--- src/rtl/slp_pkg.sv ---
package slp_pkg;

    // Lexer states, one-hot
    typedef enum logic [6:0] {
        ST_BEGIN   = 7'b0000001,
        ST_NAME    = 7'b0000010,
        ST_BETWEEN = 7'b0000100,
        ST_VALUE   = 7'b0001000,
        ST_QVALUE  = 7'b0010000,
        ST_COMMENT = 7'b0100000,
        ST_QFIRST  = 7'b1000000
    } t_lex_state;

    // Byte roles
    typedef logic [1:0] t_role;
    localparam t_role ROLE_SKIP  = 2'd0;
    localparam t_role ROLE_NAME  = 2'd1;
    localparam t_role ROLE_VALUE = 2'd2;

    // Error codes
    typedef logic [1:0] t_err;
    localparam t_err ERR_NONE  = 2'd0;
    localparam t_err ERR_EMPTY = 2'd1;
    localparam t_err ERR_QUOTE = 2'd2;

    // Characters of interest
    localparam logic [7:0] CH_NUL   = 8'h00;
    localparam logic [7:0] CH_TAB   = 8'h09;
    localparam logic [7:0] CH_LF    = 8'h0A;
    localparam logic [7:0] CH_SPACE = 8'h20;
    localparam logic [7:0] CH_QUOTE = 8'h22;
    localparam logic [7:0] CH_HASH  = 8'h23;
    localparam logic [7:0] CH_DOT   = 8'h2E;
    localparam logic [7:0] CH_BSL   = 8'h5C;

endpackage

--- src/rtl/spec_line_lexer.sv ---
// Byte-wise lexer for spec lines "name blanks value". Every accepted input beat
// yields exactly one tagged output beat in the next cycle; a new byte is taken in
// every cycle as long as the output beat is being taken or the output register
// is empty, so the sustained rate is one byte per clock, set by the single
// state register and the output register behind it. Assert i_start_of_file on
// the first byte of each file to clear lexer state and the sticky error, and
// feed one zero byte after the last byte of the file so a final entry commits.
// o_field_count is 1 plus the dots in the committed name, saturating at
// MAX_FIELDS and truncated to 5 bits; it is zero on beats without o_entry_done.
module spec_line_lexer #(
    parameter int MAX_FIELDS = 16
) (
    input  logic                i_clk,
    input  logic                i_rst_n,
    // input channel
    input  logic                i_valid,
    output logic                o_ready,
    input  logic                i_start_of_file,
    input  logic [7:0]          i_in_byte,
    // output channel
    output logic                o_valid,
    input  logic                i_ready,
    output logic [7:0]          o_out_byte,
    output slp_pkg::t_role      o_role,
    output logic                o_is_dot,
    output logic                o_name_begin,
    output logic                o_value_begin,
    output logic                o_entry_done,
    output logic [4:0]          o_field_count,
    output slp_pkg::t_err       o_error_code,
    output logic                o_error_seen
);
    import slp_pkg::*;

    localparam int TW = $clog2(MAX_FIELDS + 1);
    localparam logic [TW-1:0] TALLY_MAX = TW'(MAX_FIELDS);
    localparam logic [TW-1:0] TALLY_ONE = TW'(1);

    // lexer state
    t_lex_state    r_state, n_state;
    logic          r_esc, n_esc;
    logic          r_closed, n_closed;
    logic [TW-1:0] r_tally, n_tally;
    logic          r_err_flag, n_err_flag;

    // output register
    logic          r_valid;
    logic [7:0]    r_out_byte, n_out_byte;
    t_role         r_role, n_role;
    logic          r_is_dot, n_is_dot;
    logic          r_nb, n_nb;
    logic          r_vb, n_vb;
    logic          r_done, n_done;
    logic [4:0]    r_count, n_count;
    t_err          r_err, n_err;

    logic          accept;
    logic [7:0]    c;
    logic          blank;
    t_lex_state    cur_state;
    logic          cur_esc, cur_closed, cur_err_flag;
    logic [TW-1:0] cur_tally;
    logic [TW+4:0] tally_ext;

    assign o_ready = !r_valid || i_ready;
    assign accept  = i_valid && o_ready;
    assign c       = i_in_byte;
    assign blank   = (c == CH_SPACE) || (c == CH_TAB);

    // start of file restarts from the reset state
    assign cur_state    = i_start_of_file ? ST_BEGIN  : r_state;
    assign cur_esc      = i_start_of_file ? 1'b0      : r_esc;
    assign cur_closed   = i_start_of_file ? 1'b0      : r_closed;
    assign cur_tally    = i_start_of_file ? TALLY_ONE : r_tally;
    assign cur_err_flag = i_start_of_file ? 1'b0      : r_err_flag;
    assign tally_ext    = {5'd0, cur_tally};

    // next state and tags for one byte
    always_comb begin
        n_state    = cur_state;
        n_esc      = cur_esc;
        n_closed   = cur_closed;
        n_tally    = cur_tally;
        n_out_byte = c;
        n_role     = ROLE_SKIP;
        n_is_dot   = 1'b0;
        n_nb       = 1'b0;
        n_vb       = 1'b0;
        n_done     = 1'b0;
        n_count    = 5'd0;
        n_err      = ERR_NONE;

        case (cur_state)
            ST_NAME: begin
                if (blank || c == CH_NUL) begin
                    n_state = ST_BETWEEN;
                end else if (c == CH_LF) begin
                    n_err   = ERR_EMPTY;
                    n_state = ST_BEGIN;
                end else if (c == CH_HASH) begin
                    n_err   = ERR_EMPTY;
                    n_state = ST_COMMENT;
                end else begin
                    n_role = ROLE_NAME;
                    if (c == CH_DOT) begin
                        n_is_dot = 1'b1;
                        if (cur_tally < TALLY_MAX) begin
                            n_tally = cur_tally + TALLY_ONE;
                        end
                    end
                end
            end
            ST_BETWEEN: begin
                if (blank || c == CH_NUL) begin
                    n_state = ST_BETWEEN;
                end else if (c == CH_LF) begin
                    n_err   = ERR_EMPTY;
                    n_state = ST_BEGIN;
                end else if (c == CH_HASH) begin
                    n_err   = ERR_EMPTY;
                    n_state = ST_COMMENT;
                end else if (c == CH_QUOTE) begin
                    n_state  = ST_QFIRST;
                    n_esc    = 1'b0;
                    n_closed = 1'b0;
                end else begin
                    n_role   = ROLE_VALUE;
                    n_vb     = 1'b1;
                    n_closed = 1'b0;
                    n_state  = ST_VALUE;
                end
            end
            ST_VALUE: begin
                if (blank) begin
                    n_closed = 1'b1;
                end else if (c == CH_NUL || c == CH_LF || c == CH_HASH) begin
                    n_done  = 1'b1;
                    n_count = tally_ext[4:0];
                    n_state = (c == CH_HASH) ? ST_COMMENT : ST_BEGIN;
                end else if (!cur_closed) begin
                    n_role = ROLE_VALUE;
                end
            end
            ST_QVALUE, ST_QFIRST: begin
                if (cur_esc) begin
                    // escaped byte is taken literally
                    n_esc  = 1'b0;
                    n_role = ROLE_VALUE;
                end else if (c == CH_BSL) begin
                    n_out_byte = CH_SPACE;
                    n_role     = ROLE_VALUE;
                    n_vb       = (cur_state == ST_QFIRST);
                    n_esc      = 1'b1;
                    n_state    = ST_QVALUE;
                end else if (c == CH_LF || c == CH_HASH) begin
                    // unended quote: at a newline the next line is swallowed, at '#' the rest of this line
                    n_err   = ERR_QUOTE;
                    n_state = ST_COMMENT;
                end else if (c == CH_QUOTE) begin
                    n_closed = 1'b1;
                    n_state  = ST_VALUE;
                end else begin
                    n_role  = ROLE_VALUE;
                    n_vb    = (cur_state == ST_QFIRST);
                    n_state = ST_QVALUE;
                end
            end
            ST_COMMENT: begin
                if (c == CH_LF) begin
                    n_state = ST_BEGIN;
                end
            end
            default: begin
                // begin of line
                if (blank || c == CH_NUL || c == CH_LF) begin
                    n_state = ST_BEGIN;
                end else if (c == CH_HASH) begin
                    n_state = ST_COMMENT;
                end else begin
                    n_role  = ROLE_NAME;
                    n_nb    = 1'b1;
                    n_tally = (c == CH_DOT) ? TALLY_ONE + TALLY_ONE : TALLY_ONE;
                    n_state = ST_NAME;
                end
            end
        endcase

        n_err_flag = cur_err_flag || (n_err != ERR_NONE);
    end

    // control registers
    always_ff @(posedge i_clk) begin
        if (!i_rst_n) begin
            r_state    <= ST_BEGIN;
            r_esc      <= 1'b0;
            r_closed   <= 1'b0;
            r_tally    <= TALLY_ONE;
            r_err_flag <= 1'b0;
            r_valid    <= 1'b0;
        end else begin
            if (accept) begin
                r_state    <= n_state;
                r_esc      <= n_esc;
                r_closed   <= n_closed;
                r_tally    <= n_tally;
                r_err_flag <= n_err_flag;
            end
            if (o_ready) begin
                r_valid <= i_valid;
            end
        end
    end

    // output beat payload
    always_ff @(posedge i_clk) begin
        if (accept) begin
            r_out_byte <= n_out_byte;
            r_role     <= n_role;
            r_is_dot   <= n_is_dot;
            r_nb       <= n_nb;
            r_vb       <= n_vb;
            r_done     <= n_done;
            r_count    <= n_count;
            r_err      <= n_err;
        end
    end

    assign o_valid       = r_valid;
    assign o_out_byte    = r_out_byte;
    assign o_role        = r_role;
    assign o_is_dot      = r_is_dot;
    assign o_name_begin  = r_nb;
    assign o_value_begin = r_vb;
    assign o_entry_done  = r_done;
    assign o_field_count = r_count;
    assign o_error_code  = r_err;
    assign o_error_seen  = r_err_flag;

    // checks
    a_count_only_on_done: assert property (@(posedge i_clk) disable iff (!i_rst_n)
        o_valid && !o_entry_done |-> o_field_count == 5'd0)
        else $error("field count without committed entry");

    a_error_sticky: assert property (@(posedge i_clk) disable iff (!i_rst_n)
        o_valid && o_error_code != ERR_NONE |-> o_error_seen)
        else $error("error raised but not sticky");

    a_name_begin_role: assert property (@(posedge i_clk) disable iff (!i_rst_n)
        o_valid && o_name_begin |-> o_role == ROLE_NAME && !o_value_begin)
        else $error("name begin on non-name byte");

    a_dot_tag: assert property (@(posedge i_clk) disable iff (!i_rst_n)
        o_valid && o_is_dot |-> o_role == ROLE_NAME && o_out_byte == CH_DOT)
        else $error("dot flag on wrong byte");

endmodule

--- config.mk ---
export PLATFORM = sky130hd
export DESIGN_NAME = spec_line_lexer
export DESIGN_NICKNAME = d
export VERILOG_FILES = /design/src/rtl/slp_pkg.sv /design/src/rtl/spec_line_lexer.sv
export SDC_FILE = /design/constraint.sdc
export NUM_CORES = 1
export LEC_CHECK = 0
export BUFFER_PORTS_ARGS = -buffer_cell sky130_fd_sc_hd__buf_2
export CORE_ASPECT_RATIO = 0.6
export CORE_MARGIN = 2
export CORE_UTILIZATION = 56
export DETAILED_ROUTE_END_ITERATION = 16
export PLACE_DENSITY = 0.82
export SLEW_MARGIN = 20
export SYNTH_ARGS = -nofsm -noshare
export SYNTH_HDL_FRONTEND = slang
export SYNTH_SLANG_ARGS = --single-unit
--- constraint.sdc ---
create_clock -name i_clk -period 2.75 [get_ports i_clk]
set_clock_uncertainty 0.15 [all_clocks]
set_input_delay 0.4125 -clock i_clk [delete_from_list [all_inputs] [get_ports i_clk]]
set_output_delay 0.4125 -clock i_clk [all_outputs]
set_load 0.1 [all_outputs]
# Yosys cells after proc, flatten, opt, wreduce, memory -nomap -nowiden
# Cells that the tools add are included.
# classes
bitwise_logic	3
shifts	0
mux	85
magnitude_cmp	1
addsub	1
n_eq_ne	13
n_reduce_logical	19
mul	0
div	0
# op_table
operator	n
$mux 7	12
$mux 5	9
$pmux 7 s5	1
$mux 1	33
$eq 8x6->1 const B	4
$mux 2	16
$mux 6	5
$mux 8	3
$eq 8x4->1 const B	2
$pmux 2 s5	1
$pmux 5 s2	1
$eq 8x7->1 const B	1
$logic_not 8->1	1
$logic_or 1x1->1	8
$eq 7x2->1 const B	1
$eq 7x3->1 const B	1
$eq 7x4->1 const B	1
$eq 7x5->1 const B	1
$eq 7x6->1 const B	1
$eq 7x7->1 const B	1
$reduce_or 7->1	1
$reduce_or 2->1	3
$add 5x1->5 const B	1
$lt 5x5->1 const B	1
10 further kinds	13
# totals
ff_bits	37
mem_count	0
elab_cells	136
rom_bits	0
mem_bits_rw	0
in_bits	13
output_inout_bits	24
latchBits	0

# Depth between registers and ports, before layout
# Gate-level depths: netlist of run 1.
# depth
depth_word	8
ltp_mapped	9
mapped_depth_nobuf	8

# Worst setup path after synthesis of run 1
# No wires, ideal clock.
# synth_timing
path_kind	flip-flop to flip-flop
startpoint	reg r_valid, in the netlist o_valid
endpoint	reg r_err_flag, in the netlist o_error_seen
stages_incl_launch_ff	7
t_required_ns	2.485
slack_ns	-0.797
arrival_ns	3.282
period_less_slack_ns	3.547
path_buffers	1
setup_time_ns	0.115
cell_sequence	dfxtp_1 > nand2b_1 > nand2_1 > inv_1 > clkbuf_1 > a21boi_0 > o21a_1
# synth_between
elab_chain_cells	3
# synth_rtl
item	line	source
start: declaration	spec_line_lexer.sv:47	logic r_valid;
start signal: assignment	spec_line_lexer.sv:209	r_valid <= i_valid;
$logic_not 1->1	spec_line_lexer.sv:65	assign o_ready = !r_valid || i_ready;
$logic_or 1x1->1	spec_line_lexer.sv:65	
net o_ready	spec_line_lexer.sv:17	output logic o_ready,
$logic_and 1x1->1	spec_line_lexer.sv:66	assign accept = i_valid && o_ready;
net accept	spec_line_lexer.sv:57	logic accept;
end signal: assignment	spec_line_lexer.sv:206	r_err_flag <= n_err_flag;
end: declaration	spec_line_lexer.sv:44	logic r_err_flag, n_err_flag;
# The timed path passes the listed nets, and every way through them passes these cells.
# A chain may end at the register's enable or synchronous reset.

# Worst setup path in the final report of run 1
# layout_timing
startpoint	reg r_state[2]
endpoint	reg r_out_byte[6], in the netlist o_out_byte[6] (data pin)
# layout_between
elab_chain_cells	4
word_cells_on_any_way	5
classes_between	eq/ne: 2; mux: 2; reduce/logical: 1
# layout_rtl
item	line	source
start: declaration	spec_line_lexer.sv:40	t_lex_state r_state, n_state;
start signal: assignment	spec_line_lexer.sv:202	r_state <= n_state;
$mux 7 *	spec_line_lexer.sv:71	assign cur_state = i_start_of_file ? ST_BEGIN : r_state;
$eq 7x7->1 / $eq 7x5->1 (equally long branches)	spec_line_lexer.sv:93	case (cur_state)
$reduce_or 2->1 *	--	
$mux 8 *	spec_line_lexer.sv:93	
net n_out_byte[6]	spec_line_lexer.sv:48	logic [7:0] r_out_byte, n_out_byte;
end signal: assignment	spec_line_lexer.sv:217	r_out_byte <= n_out_byte;
end: declaration	spec_line_lexer.sv:48	
# The timed path passes the listed nets; every way through them passes the cells marked *.

==> flow_metrics.py, run 1 <==
metrics = {
    "synth": {
        "netlist.area_leader.share_pct": 28.43,
        "syn_inst": 243,
        "syn_area_um2": 2218,
        "ys_seq_area_share_pct": 42.87,
        "async_reset_ff_share_pct": 0,
        "synth_cell_types": 56,
        "synth.area.top_cells": "edfxtp_1 28%, dfxtp_1 14%, o21ai_0 3.4%, nor2_1 3.0%, clkbuf_1 2.9%",
        "synth_area_per_cell_um2": 9.129,
        "syn_nets": 257,
        "synth.most_common_cell": "edfxtp_1",
        "synth_top_cell_by_area": "edfxtp_1",
        "yosysWarnings": 0,
        "synth_flop_cell": "edfxtp_1",
        "synthTopCellsByCount": "21 x edfxtp_1, 18 x nor2_1, 17 x clkbuf_1, 17 x nand2_1, 16 x dfxtp_1",
        "synth_edf_count": 21,
        "synth-seq-cells": 37,
    },
    "pwr": {
        "swShare_pct": 31.98,
        "ir_drop_mv": 0.4329,
        "clkPwrFrac_pct": 34.5,
        "p_total_mw": 1.377,
        "combPwrFrac_pct": 20.4,
        "p_leak_nw": 0.9485,
        "p_int_uw": 936.8,
        "p_sw_uw": 440.5,
        "p_per_area_nw_per_um2": 538.3,
        "seqPwrFrac_pct": 45.1,
    },
    "global_route": {
        "grt_pass1_vias": 1770,
        "grt_max_degree": 20,
        "grt-ovfl-total": 0,
        "antenna_found_initial": 0,
        "grt_pass1_wl_um": 9059,
        "grtUsageTotal_pct": 26.66,
    },
    "sta": {
        "setup_viol": 0,
        "timing.fmax_mhz": 395.2,
        "finalWorstSetupSlack_ps": 219.8,
        "max_slew_margin_pct": 46.59,
        "period_share_pct": 92.01,
        "final.min_clock_period_ps": 2530,
        "tns_ps": 0,
        "final_hold_viol_count": 0,
        "rsz0062_at_grt": "false",
        "worst_slew_pin_slew_ps": 792.8,
        "maxSlewViolCount": 0,
    },
    "layout": {
        "area_growth_pct": 15.34,
        "num-fill-cells": 304,
        "drive_above_1_share_pct": 24.55,
        "diodes": 0,
        "seq_area_um2": 952.2,
        "nets": 290,
        "fin_cells": 324,
        "fin_area_um2": 2559,
        "multi_input_area_um2": 1160,
    },
    "routing": {
        "drt-total-wl_um": 5666,
        "wl_per_cell_um": 17.49,
        "drt_iter0_drc": 219,
        "vias_per_cell": 6.444,
        "vias": 2088,
        "drc": 0,
        "ant_nets": 0,
        "detailedRoute.firstPassIterationCount": 5,
    },
    "flow_run": {
        "cap_violations": 0,
    },
    "cts": {
        "clk_root_buffer_cell": "clkbuf_8",
        "insertion_delay_ps": 300,
        "h-tree-depth": 2,
        "clkTransAtPathRegs_ps": 80,
        "clock_path_buffers": 2,
        "clock_sinks": 37,
        "cts_resized": 0,
        "cts_tree": "built",
        "hold_buffers": 0,
        "cts_setup_buffers": 0,
        "cts_inserted_buffers": 5,
    },
    "setup_path": {
        "cp_cell_sequence": "or4_4 > or4b_4 > nor4_4 > nor2b_1",
        "cp-end-kind": "flop",
        "cp-start-kind": "flop",
        "slowest_delay_ps": 600,
        "path_class": "reg2reg",
        "crit_required_ps": 2640,
        "cp.arrival_ps": 2420,
        "cp_max_fo": 10,
        "crit_slowest_cell": "or4b_4",
    },
    "place": {
        "placed_cells": 316,
        "portBuffers": 36,
        "dp_hpwl_um": 4036,
        "place_ws_ps": 170.2,
        "place.gp.congestion": 0.9715,
        "placed_area_um2": 2449,
    },
    "hold_path": {
        "hold_class": "in2reg",
    },
    "floorplanning": {
        "start_util_pct": 59.60,
        "die_area_um2": 4497,
        "core-area_um2": 3722,
        "die_x_um": 85.26,
        "die_h_um": 52.75,
        "io_pins": 37,
        "row_count": 17,
    },
    "status": {
        "outcome": "completed",
    },
}
-- final cells by class --
| type | count | share of cell area, % |
|---|---|---|
| sequential | 37 | 37.21 |
| inverter | 8 | 1.174 |
| multi-input combinational | 179 | 45.33 |
| tap | 47 | 2.298 |
| clock buffer | 5 | 2.689 |
| clock inverter | 3 | 1.614 |
| timing repair buffer | 45 | 9.682 |
-- routing by layer --
| metal | up-vias | part of all wire (%) | GRT usage, % |
|---|---|---|---|
| met1 | 967 | 46 | 41.48 |
| li1 | 984 | - | - |
| met5 | - | 0 | 0 |
| met4 | 0 | 1.0 | 7.672 |
| met2 | 130 | 41 | 35.16 |
| met3 | 7 | 12 | 7.244 |
-- layout by cell type, fill, tap and decap left out, types with 5 or more instances in the layout --
| cell | count |
|---|---|
| buf_2 | 36 |
| edfxtp_1 | 21 |
| nor2_1 | 18 |
| nand2_1 | 17 |
| o21ai_0 | 15 |
| dfxtp_1 | 15 |
| nor3_1 | 9 |
| nand3_1 | 9 |
| buf_4 | 9 |
| inv_1 | 8 |
| nor2b_1 | 8 |
| nor4_1 | 7 |
| a21oi_1 | 7 |
| nand2b_1 | 6 |
| nor4b_1 | 6 |
| o21a_1 | 6 |
| clkbuf_8 | 5 |
-- sequential cells by signal (all words and copies together), names as in the netlist, 2 cells and up --
name / flops
o_field_count: 5
r_state: 7
o_error_code: 2
r_tally: 5
o_role: 2
o_out_byte: 8
-- critical path: cells and delay by family, from the launching register on --
kind	cells	cell delay, ps
flip-flops	1	410
AND/OR/NAND/NOR	4	1720
-- worst paths after layout --
check / depth (start not counted) / start / endpoint / slack, ps
worst min register to register: 2 / o_valid$_SDFFE_PN0N_ / o_valid$_SDFFE_PN0N_ / 360
worst max register to register: 4 / r_state[2]$_SDFFE_PN0P_ / o_out_byte[6]$_DFFE_PP_ / 220
worst max-delay path: 4 / r_state[2]$_SDFFE_PN0P_ / o_out_byte[6]$_DFFE_PP_ / 220
worst min-delay path: 3 / i_valid / o_valid$_SDFFE_PN0N_ / 200
-- power groups by stage --
stage	Sequential (mW)	Clock (mW)	Combinational, mW
final	0.622	0.475	0.280
after global routing	0.624	0.502	0.294
after floorplan	0.756	0	0.0933
after detailed placement	0.634	0	0.277
after CTS	0.622	0.473	0.278
after global placement	0.633	0	0.273
-- through the flow --
step,util (%),hold WS [ps]
3_5_place_dp,65.78,355.5
4_1_cts,68.74,207.3
3_3_place_gp,65.78,340.9
2_1_floorplan,-,319.9
5_1_grt,68.74,217.3
6_report,68.74,202.8
-- logic make-up after synthesis --
family | count (synthesis) | synth area share, %
AND/OR/NAND/NOR | 110 | 29.27
buffers and inverters | 27 | 4.963
flip-flops | 37 | 42.87
adder cells (fa/ha/maj) | 1 | 0.5639
XOR/XNOR | 4 | 1.580
multiplexers | 1 | 0.5076
AO/OA/AOI/OAI | 63 | 20.25
Power figures use the tool's default switching activity.
==> run 2: changes to the inputs <==
--- a/config.mk
+++ b/config.mk
@@ -6,7 +6,6 @@
 export NUM_CORES = 1
 export LEC_CHECK = 0
 export BUFFER_PORTS_ARGS = -buffer_cell sky130_fd_sc_hd__buf_2
-export CORE_ASPECT_RATIO = 0.6
 export CORE_MARGIN = 2
 export CORE_UTILIZATION = 56
 export DETAILED_ROUTE_END_ITERATION = 16
==> run 2 against run 1 <==
Net effect: clock-buffer cell count up 1; final area down 0.15%; worst hold slack better by 4.3 ps; power down 7.0%; die area down 0.36%.
==> flow_metrics.py, run 2 (same netlist as run 1, synthesis figures left out) <==
metrics = {
    "cts": {
        "hold_buffers": 0,
        "cts_inserted_buffers": 5,
        "cts_setup_buffers": 0,
        "clock_path_buffers": 2,
        "h-tree-depth": 2,
        "insertion_delay_ps": 300,
        "cts_resized": 0,
        "cts_tree": "built",
        "clock_sinks": 37,
        "clk_root_buffer_cell": "clkbuf_8",
        "clkTransAtPathRegs_ps": 80,
    },
    "floorplanning": {
        "core-area_um2": 3744,
        "io_pins": 37,
        "row_count": 22,
        "die_h_um": 66.94,
        "die_x_um": 66.94,
        "die_area_um2": 4481,
        "start_util_pct": 59.26,
    },
    "layout": {
        "seq_area_um2": 952.2,
        "multi_input_area_um2": 1160,
        "largest_reg_flops": 8,
        "num-fill-cells": 301,
        "diodes": 0,
        "final_common_cell": "buf_2",
        "nets": 293,
        "final_cell_mix": "36 x buf_2, 21 x edfxtp_1, 18 x nor2_1",
        "area_growth_pct": 15.17,
        "drive_above_1_share_pct": 25.36,
    },
    "global_route": {
        "antenna_found_initial": 0,
        "grt_max_degree": 20,
        "grtUsageTotal_pct": 27.76,
        "grt_pass1_wl_um": 9163,
        "grt_pass1_vias": 1922,
        "grt-ovfl-total": 0,
    },
    "sta": {
        "final_hold_viol_count": 0,
        "maxSlewViolCount": 0,
        "max_slew_margin_pct": 60.06,
        "setup_viol": 0,
        "tns_ps": 0,
        "timing.fmax_mhz": 399.2,
        "period_share_pct": 91.10,
        "rsz0062_at_grt": "false",
        "whs_ps": 207.1,
        "worst_slew_pin_slew_ps": 592.8,
        "final.min_clock_period_ps": 2505,
    },
    "setup_path": {
        "cp.arrival_ps": 2390,
        "cp-end-kind": "flop",
        "path_class": "reg2reg",
        "crit_required_ps": 2640,
        "cp-start-kind": "flop",
        "cp_max_fo": 6,
    },
    "hold_path": {
        "hold_class": "in2reg",
    },
    "routing": {
        "detailedRoute.firstPassIterationCount": 7,
        "drt-total-wl_um": 5741,
        "drc": 0,
        "vias": 2128,
        "drt_iter0_drc": 255,
        "wl_per_cell_um": 17.50,
        "vias_per_cell": 6.488,
        "ant_nets": 0,
    },
    "pwr": {
        "p_total_mw": 1.280,
        "ir_drop_mv": 0.3216,
        "p_leak_nw": 0.9554,
        "p_per_area_nw_per_um2": 501.1,
    },
    "flow_run": {
        "cap_violations": 0,
    },
    "place": {
        "dp_hpwl_um": 3985,
        "place.gp.congestion": 0.9328,
        "portBuffers": 36,
    },
    "status": {
        "outcome": "completed",
    },
}
run 2: cell types whose count changed in the layout (fill, tap and decap cells not counted):
cell,previous run,this run
clkinv_1,1,0
buf_4,9,12
bufinv_16,1,0
clkinv_2,0,2
clkinvlp_4,1,0
clkbuf_1,0,1
run 2: report_power, final:
| part | total [mW] | internal (mW) | switching, mW |
|---|---|---|---|
| logic | 0.277 | 0.0585 | 0.219 |
| registers | 0.624 | 0.611 | 0.0137 |
| clock network | 0.379 | 0.176 | 0.203 |
run 2: stage by stage:
stage          utilization, %  setup WS, ps  cell area [µm²]  instances
2_1_floorplan               -         205.1             2223        243
3_3_place_gp            66.04         213.2             2472        320
3_5_place_dp            66.04         223.6             2472        320
4_1_cts                 68.25         244.1             2555        328
5_1_grt                 68.25         164.1             2555        328
6_report                68.25         244.8             2555        328
run 2: area by class of cell:
type,instances,area share (%)
multi-input combinational,179,45.40
sequential,37,37.27
timing repair buffer,48,10.58
clock buffer,6,2.840
tap,48,2.351
inverter,8,1.175
clock inverter,2,0.3918
run 2: routing by layer:
metal  up-vias  track usage, %  wire, µm
li1        984               -         -
met1       993           36.97      2362
met2       125           42.50      2731
met3        26           7.095       497
met4         0           11.99       150
met5         -               0         0
run 2: critical path, cell delays in order, from the launching register on:
cell     delay, ps
dfxtp_1        370
or4_4          590
or4b_4         600
nor4_4         430
nor2b_1        100
run 2: path summary, 6_finish.rpt:
kind                            from                 endpoint  cells after the start  slack [ps]
max reg2reg  r_state[0]$_SDFFE_PN1P_  o_out_byte[2]$_DFFE_PP_                      4         240
max          r_state[0]$_SDFFE_PN1P_  o_out_byte[2]$_DFFE_PP_                      4         240
min reg2reg     o_valid$_SDFFE_PN0N_     o_valid$_SDFFE_PN0N_                      2         350
min                          i_valid     o_valid$_SDFFE_PN0N_                      3         210
==> run 3: changes to the inputs <==
--- a/config.mk
+++ b/config.mk
@@ -5,6 +5,7 @@
 export SDC_FILE = /design/constraint.sdc
 export NUM_CORES = 1
 export LEC_CHECK = 0
+export ABC_AREA = 1
 export BUFFER_PORTS_ARGS = -buffer_cell sky130_fd_sc_hd__buf_2
 export CORE_MARGIN = 2
 export CORE_UTILIZATION = 56
==> run 3 against run 2 <==
Net effect: routed wire length fell by 8.9%; clock-buffer cell count fell by 1; critical path depth rose by 4; via count rose by 3.9%; worst setup slack improved by 640 ps; largest cell class unchanged.
==> flow_metrics.py, run 3 <==
metrics = {
    "hold_path": {
        "min_path_cells": 1,
        "hold_path_end": "o_out_byte[7]$_DFFE_PP_",
        "worstHoldStart": "i_in_byte[7]",
        "hold_class": "in2reg",
    },
    "global_route": {
        "grt_max_degree": 40,
        "met1_usage_pct": 32.76,
        "grt_pass1_wl_um": 8411,
        "use_met3_pct": 4.383,
        "antenna_found_initial": 0,
        "use_met2_pct": 37.74,
        "grt-ovfl-total": 0,
        "grtUsageTotal_pct": 24.28,
        "top_usage_layer": "met2",
        "grt_pass1_vias": 1874,
    },
    "sta": {
        "timing.fmax_mhz": 535.9,
        "max_slew_margin_pct": 68.66,
        "final.min_clock_period_ps": 1866,
        "tns_ps": 0,
        "maxSlewViolCount": 0,
        "period_share_pct": 67.85,
        "rsz0062_at_grt": "false",
        "final_hold_viol_count": 0,
        "setup_viol": 0,
        "worst_slew_pin_slew_ps": 466.5,
    },
    "layout": {
        "diodes": 0,
        "final_common_cell": "nand2_1",
        "nets": 386,
        "drive_above_1_share_pct": 23.32,
        "largest_reg_flops": 8,
        "fin_area_um2": 2651,
        "area_growth_pct": 12.77,
        "final_cell_mix": "85 x nand2_1, 59 x nor2_1, 40 x inv_1",
    },
    "cts": {
        "cts_setup_buffers": 0,
        "hold_buffers": 0,
        "clock_sinks": 37,
        "clkTransAtPathRegs_ps": 70,
        "insertion_delay_ps": 300,
        "cts_tree": "built",
        "h-tree-depth": 2,
        "cts_inserted_buffers": 5,
        "clk_root_buffer_cell": "clkbuf_8",
        "clock_path_buffers": 2,
        "cts_resized": 0,
    },
    "setup_path": {
        "cp_max_fo": 8,
        "crit_required_ps": 2650,
        "crit_family": "simple AND/OR/NAND/NOR gates",
        "path_class": "reg2reg",
        "regToRegSetupSlack_ps": 880,
        "cp_cell_sequence": "nor2_1 > nand2_2 > nor2_4 > nand2_1 > nand2_4 > nand3_1 > inv_1 > nor2_1",
        "worstReg2RegStart": "r_state[0]$_SDFFE_PN1P_",
        "r2r_cells": 8,
        "crit_slowest_cell": "dfxtp_1",
        "startpoint": "r_state[0]$_SDFFE_PN1P_",
        "reg2reg_to": "o_out_byte[6]$_DFFE_PP_",
        "cp_num_buf_inv": 1,
        "critPathMostFrequentCell": "nor2_1",
        "cp-start-kind": "flop",
        "cp.arrival_ps": 1770,
        "cp-end-kind": "flop",
        "slowest_delay_ps": 330,
    },
    "place": {
        "portBuffers": 36,
        "placed_area_um2": 2565,
        "dp_hpwl_um": 3940,
        "place.gp.congestion": 0.9125,
    },
    "floorplanning": {
        "die_area_um2": 4733,
        "core-area_um2": 4029,
        "die_x_um": 68.80,
        "io_pins": 37,
        "start_util_pct": 58.35,
        "row_count": 23,
        "die_h_um": 68.80,
    },
    "routing": {
        "detailedRoute.firstPassIterationCount": 5,
        "ant_nets": 0,
        "drt-total-wl_um": 5232,
        "drt_iter0_drc": 243,
        "vias_per_cell": 5.225,
        "vias": 2210,
        "wl_per_cell_um": 12.37,
        "drc": 0,
    },
    "synth": {
        "synth_top_cell_by_area": "edfxtp_1",
        "ys_seq_area_share_pct": 40.45,
        "yosysWarnings": 0,
        "netlist.area_leader.share_pct": 26.82,
        "synth_edf_count": 21,
        "synth.most_common_cell": "nand2_1",
        "synth.area.top_cells": "edfxtp_1 27%, nand2_1 14%, dfxtp_1 14%, nor2_1 9.4%, inv_1 6.4%",
        "synth_flop_cell": "edfxtp_1",
        "synth_cell_types": 31,
        "syn_nets": 348,
        "syn_inst": 334,
        "async_reset_ff_share_pct": 0,
        "synth-seq-cells": 37,
        "syn_area_um2": 2351,
        "synth_area_per_cell_um2": 7.039,
        "synthTopCellsByCount": "86 x nand2_1, 59 x nor2_1, 40 x inv_1",
    },
    "status": {
        "outcome": "completed",
    },
    "pwr": {
        "p_leak_nw": 1.297,
        "p_per_area_nw_per_um2": 474.0,
        "ir_drop_mv": 0.2555,
    },
    "flow_run": {
        "cap_violations": 0,
    },
}
[run 3: cell types whose count changed after synthesis, sizes merged, moves of 14 or more]
cell / delta
clkbuf: -14
nand3: +14
inv: +39
nor2: +48
nand2: +83
[run 3: worst max path at each step]
stage / slack, ps / cells after the start / endpoint
2_1_floorplan: 5 / 6 / r_tally[1]$_SDFFE_PN0P_
3_3_place_gp: 700 / 9 / o_out_byte[6]$_DFFE_PP_
3_5_place_dp: 630 / 9 / o_out_byte[6]$_DFFE_PP_
4_1_cts: 880 / 8 / o_out_byte[6]$_DFFE_PP_
5_1_grt: 760 / 8 / o_out_byte[6]$_DFFE_PP_
6_report: 880 / 8 / o_out_byte[6]$_DFFE_PP_
[run 3: area by class of cell]
type | count | area [µm²]
clock inverters | 3 | 17.52
repair buffers | 38 | 195.2
well taps | 50 | 62.56
multi-input cells | 241 | 1172
flip-flops and latches | 37 | 950.9
inverters | 49 | 183.9
fillers | 354 | 1378
clock buffers | 5 | 68.82
[run 3: per-stage QoR]
step / setup WS (ps) / util (%) / cells / hold WS, ps / power [mW]
finish: 884.1 / 65.81 / 423 / 195.7 / 1.257
CTS: 880.3 / 65.81 / 423 / 191.0 / 1.263
floorplan: 4.845 / - / 334 / 313.9 / 0.8476
detailed placement: 630.1 / 63.66 / 415 / 339.3 / 0.8961
global route: 760.7 / 65.81 / 423 / 192.2 / 1.302
global placement: 699.3 / 63.66 / 415 / 335.4 / 0.8926
[run 3: power by group]
part           leakage [nW]  internal (mW)  switching (mW)  total, mW
Sequential            0.336          0.612          0.0101      0.622
Clock                0.0439          0.175           0.197      0.372
Combinational         0.917         0.0482           0.214      0.263
Total                  1.30          0.835           0.422       1.26
[run 3: cell families (layout without fill, tap and decap cells)]
group | Yosys count | count (layout) | share of synthesized area, %
simple gates | 198 | 198 | 38.90
buf+inv | 56 | 95 | 9.792
compound gates | 41 | 41 | 9.952
flops | 37 | 37 | 40.45
fa+ha+maj | 1 | 1 | 0.5321
xor+xnor | 1 | 1 | 0.3726
[run 3: per-layer routing]
layer	vias to the layer above	wire length, µm
met1	972	2392
met3	9	373
met2	99	2356
met5	-	0
met4	0	110
li1	1130	-
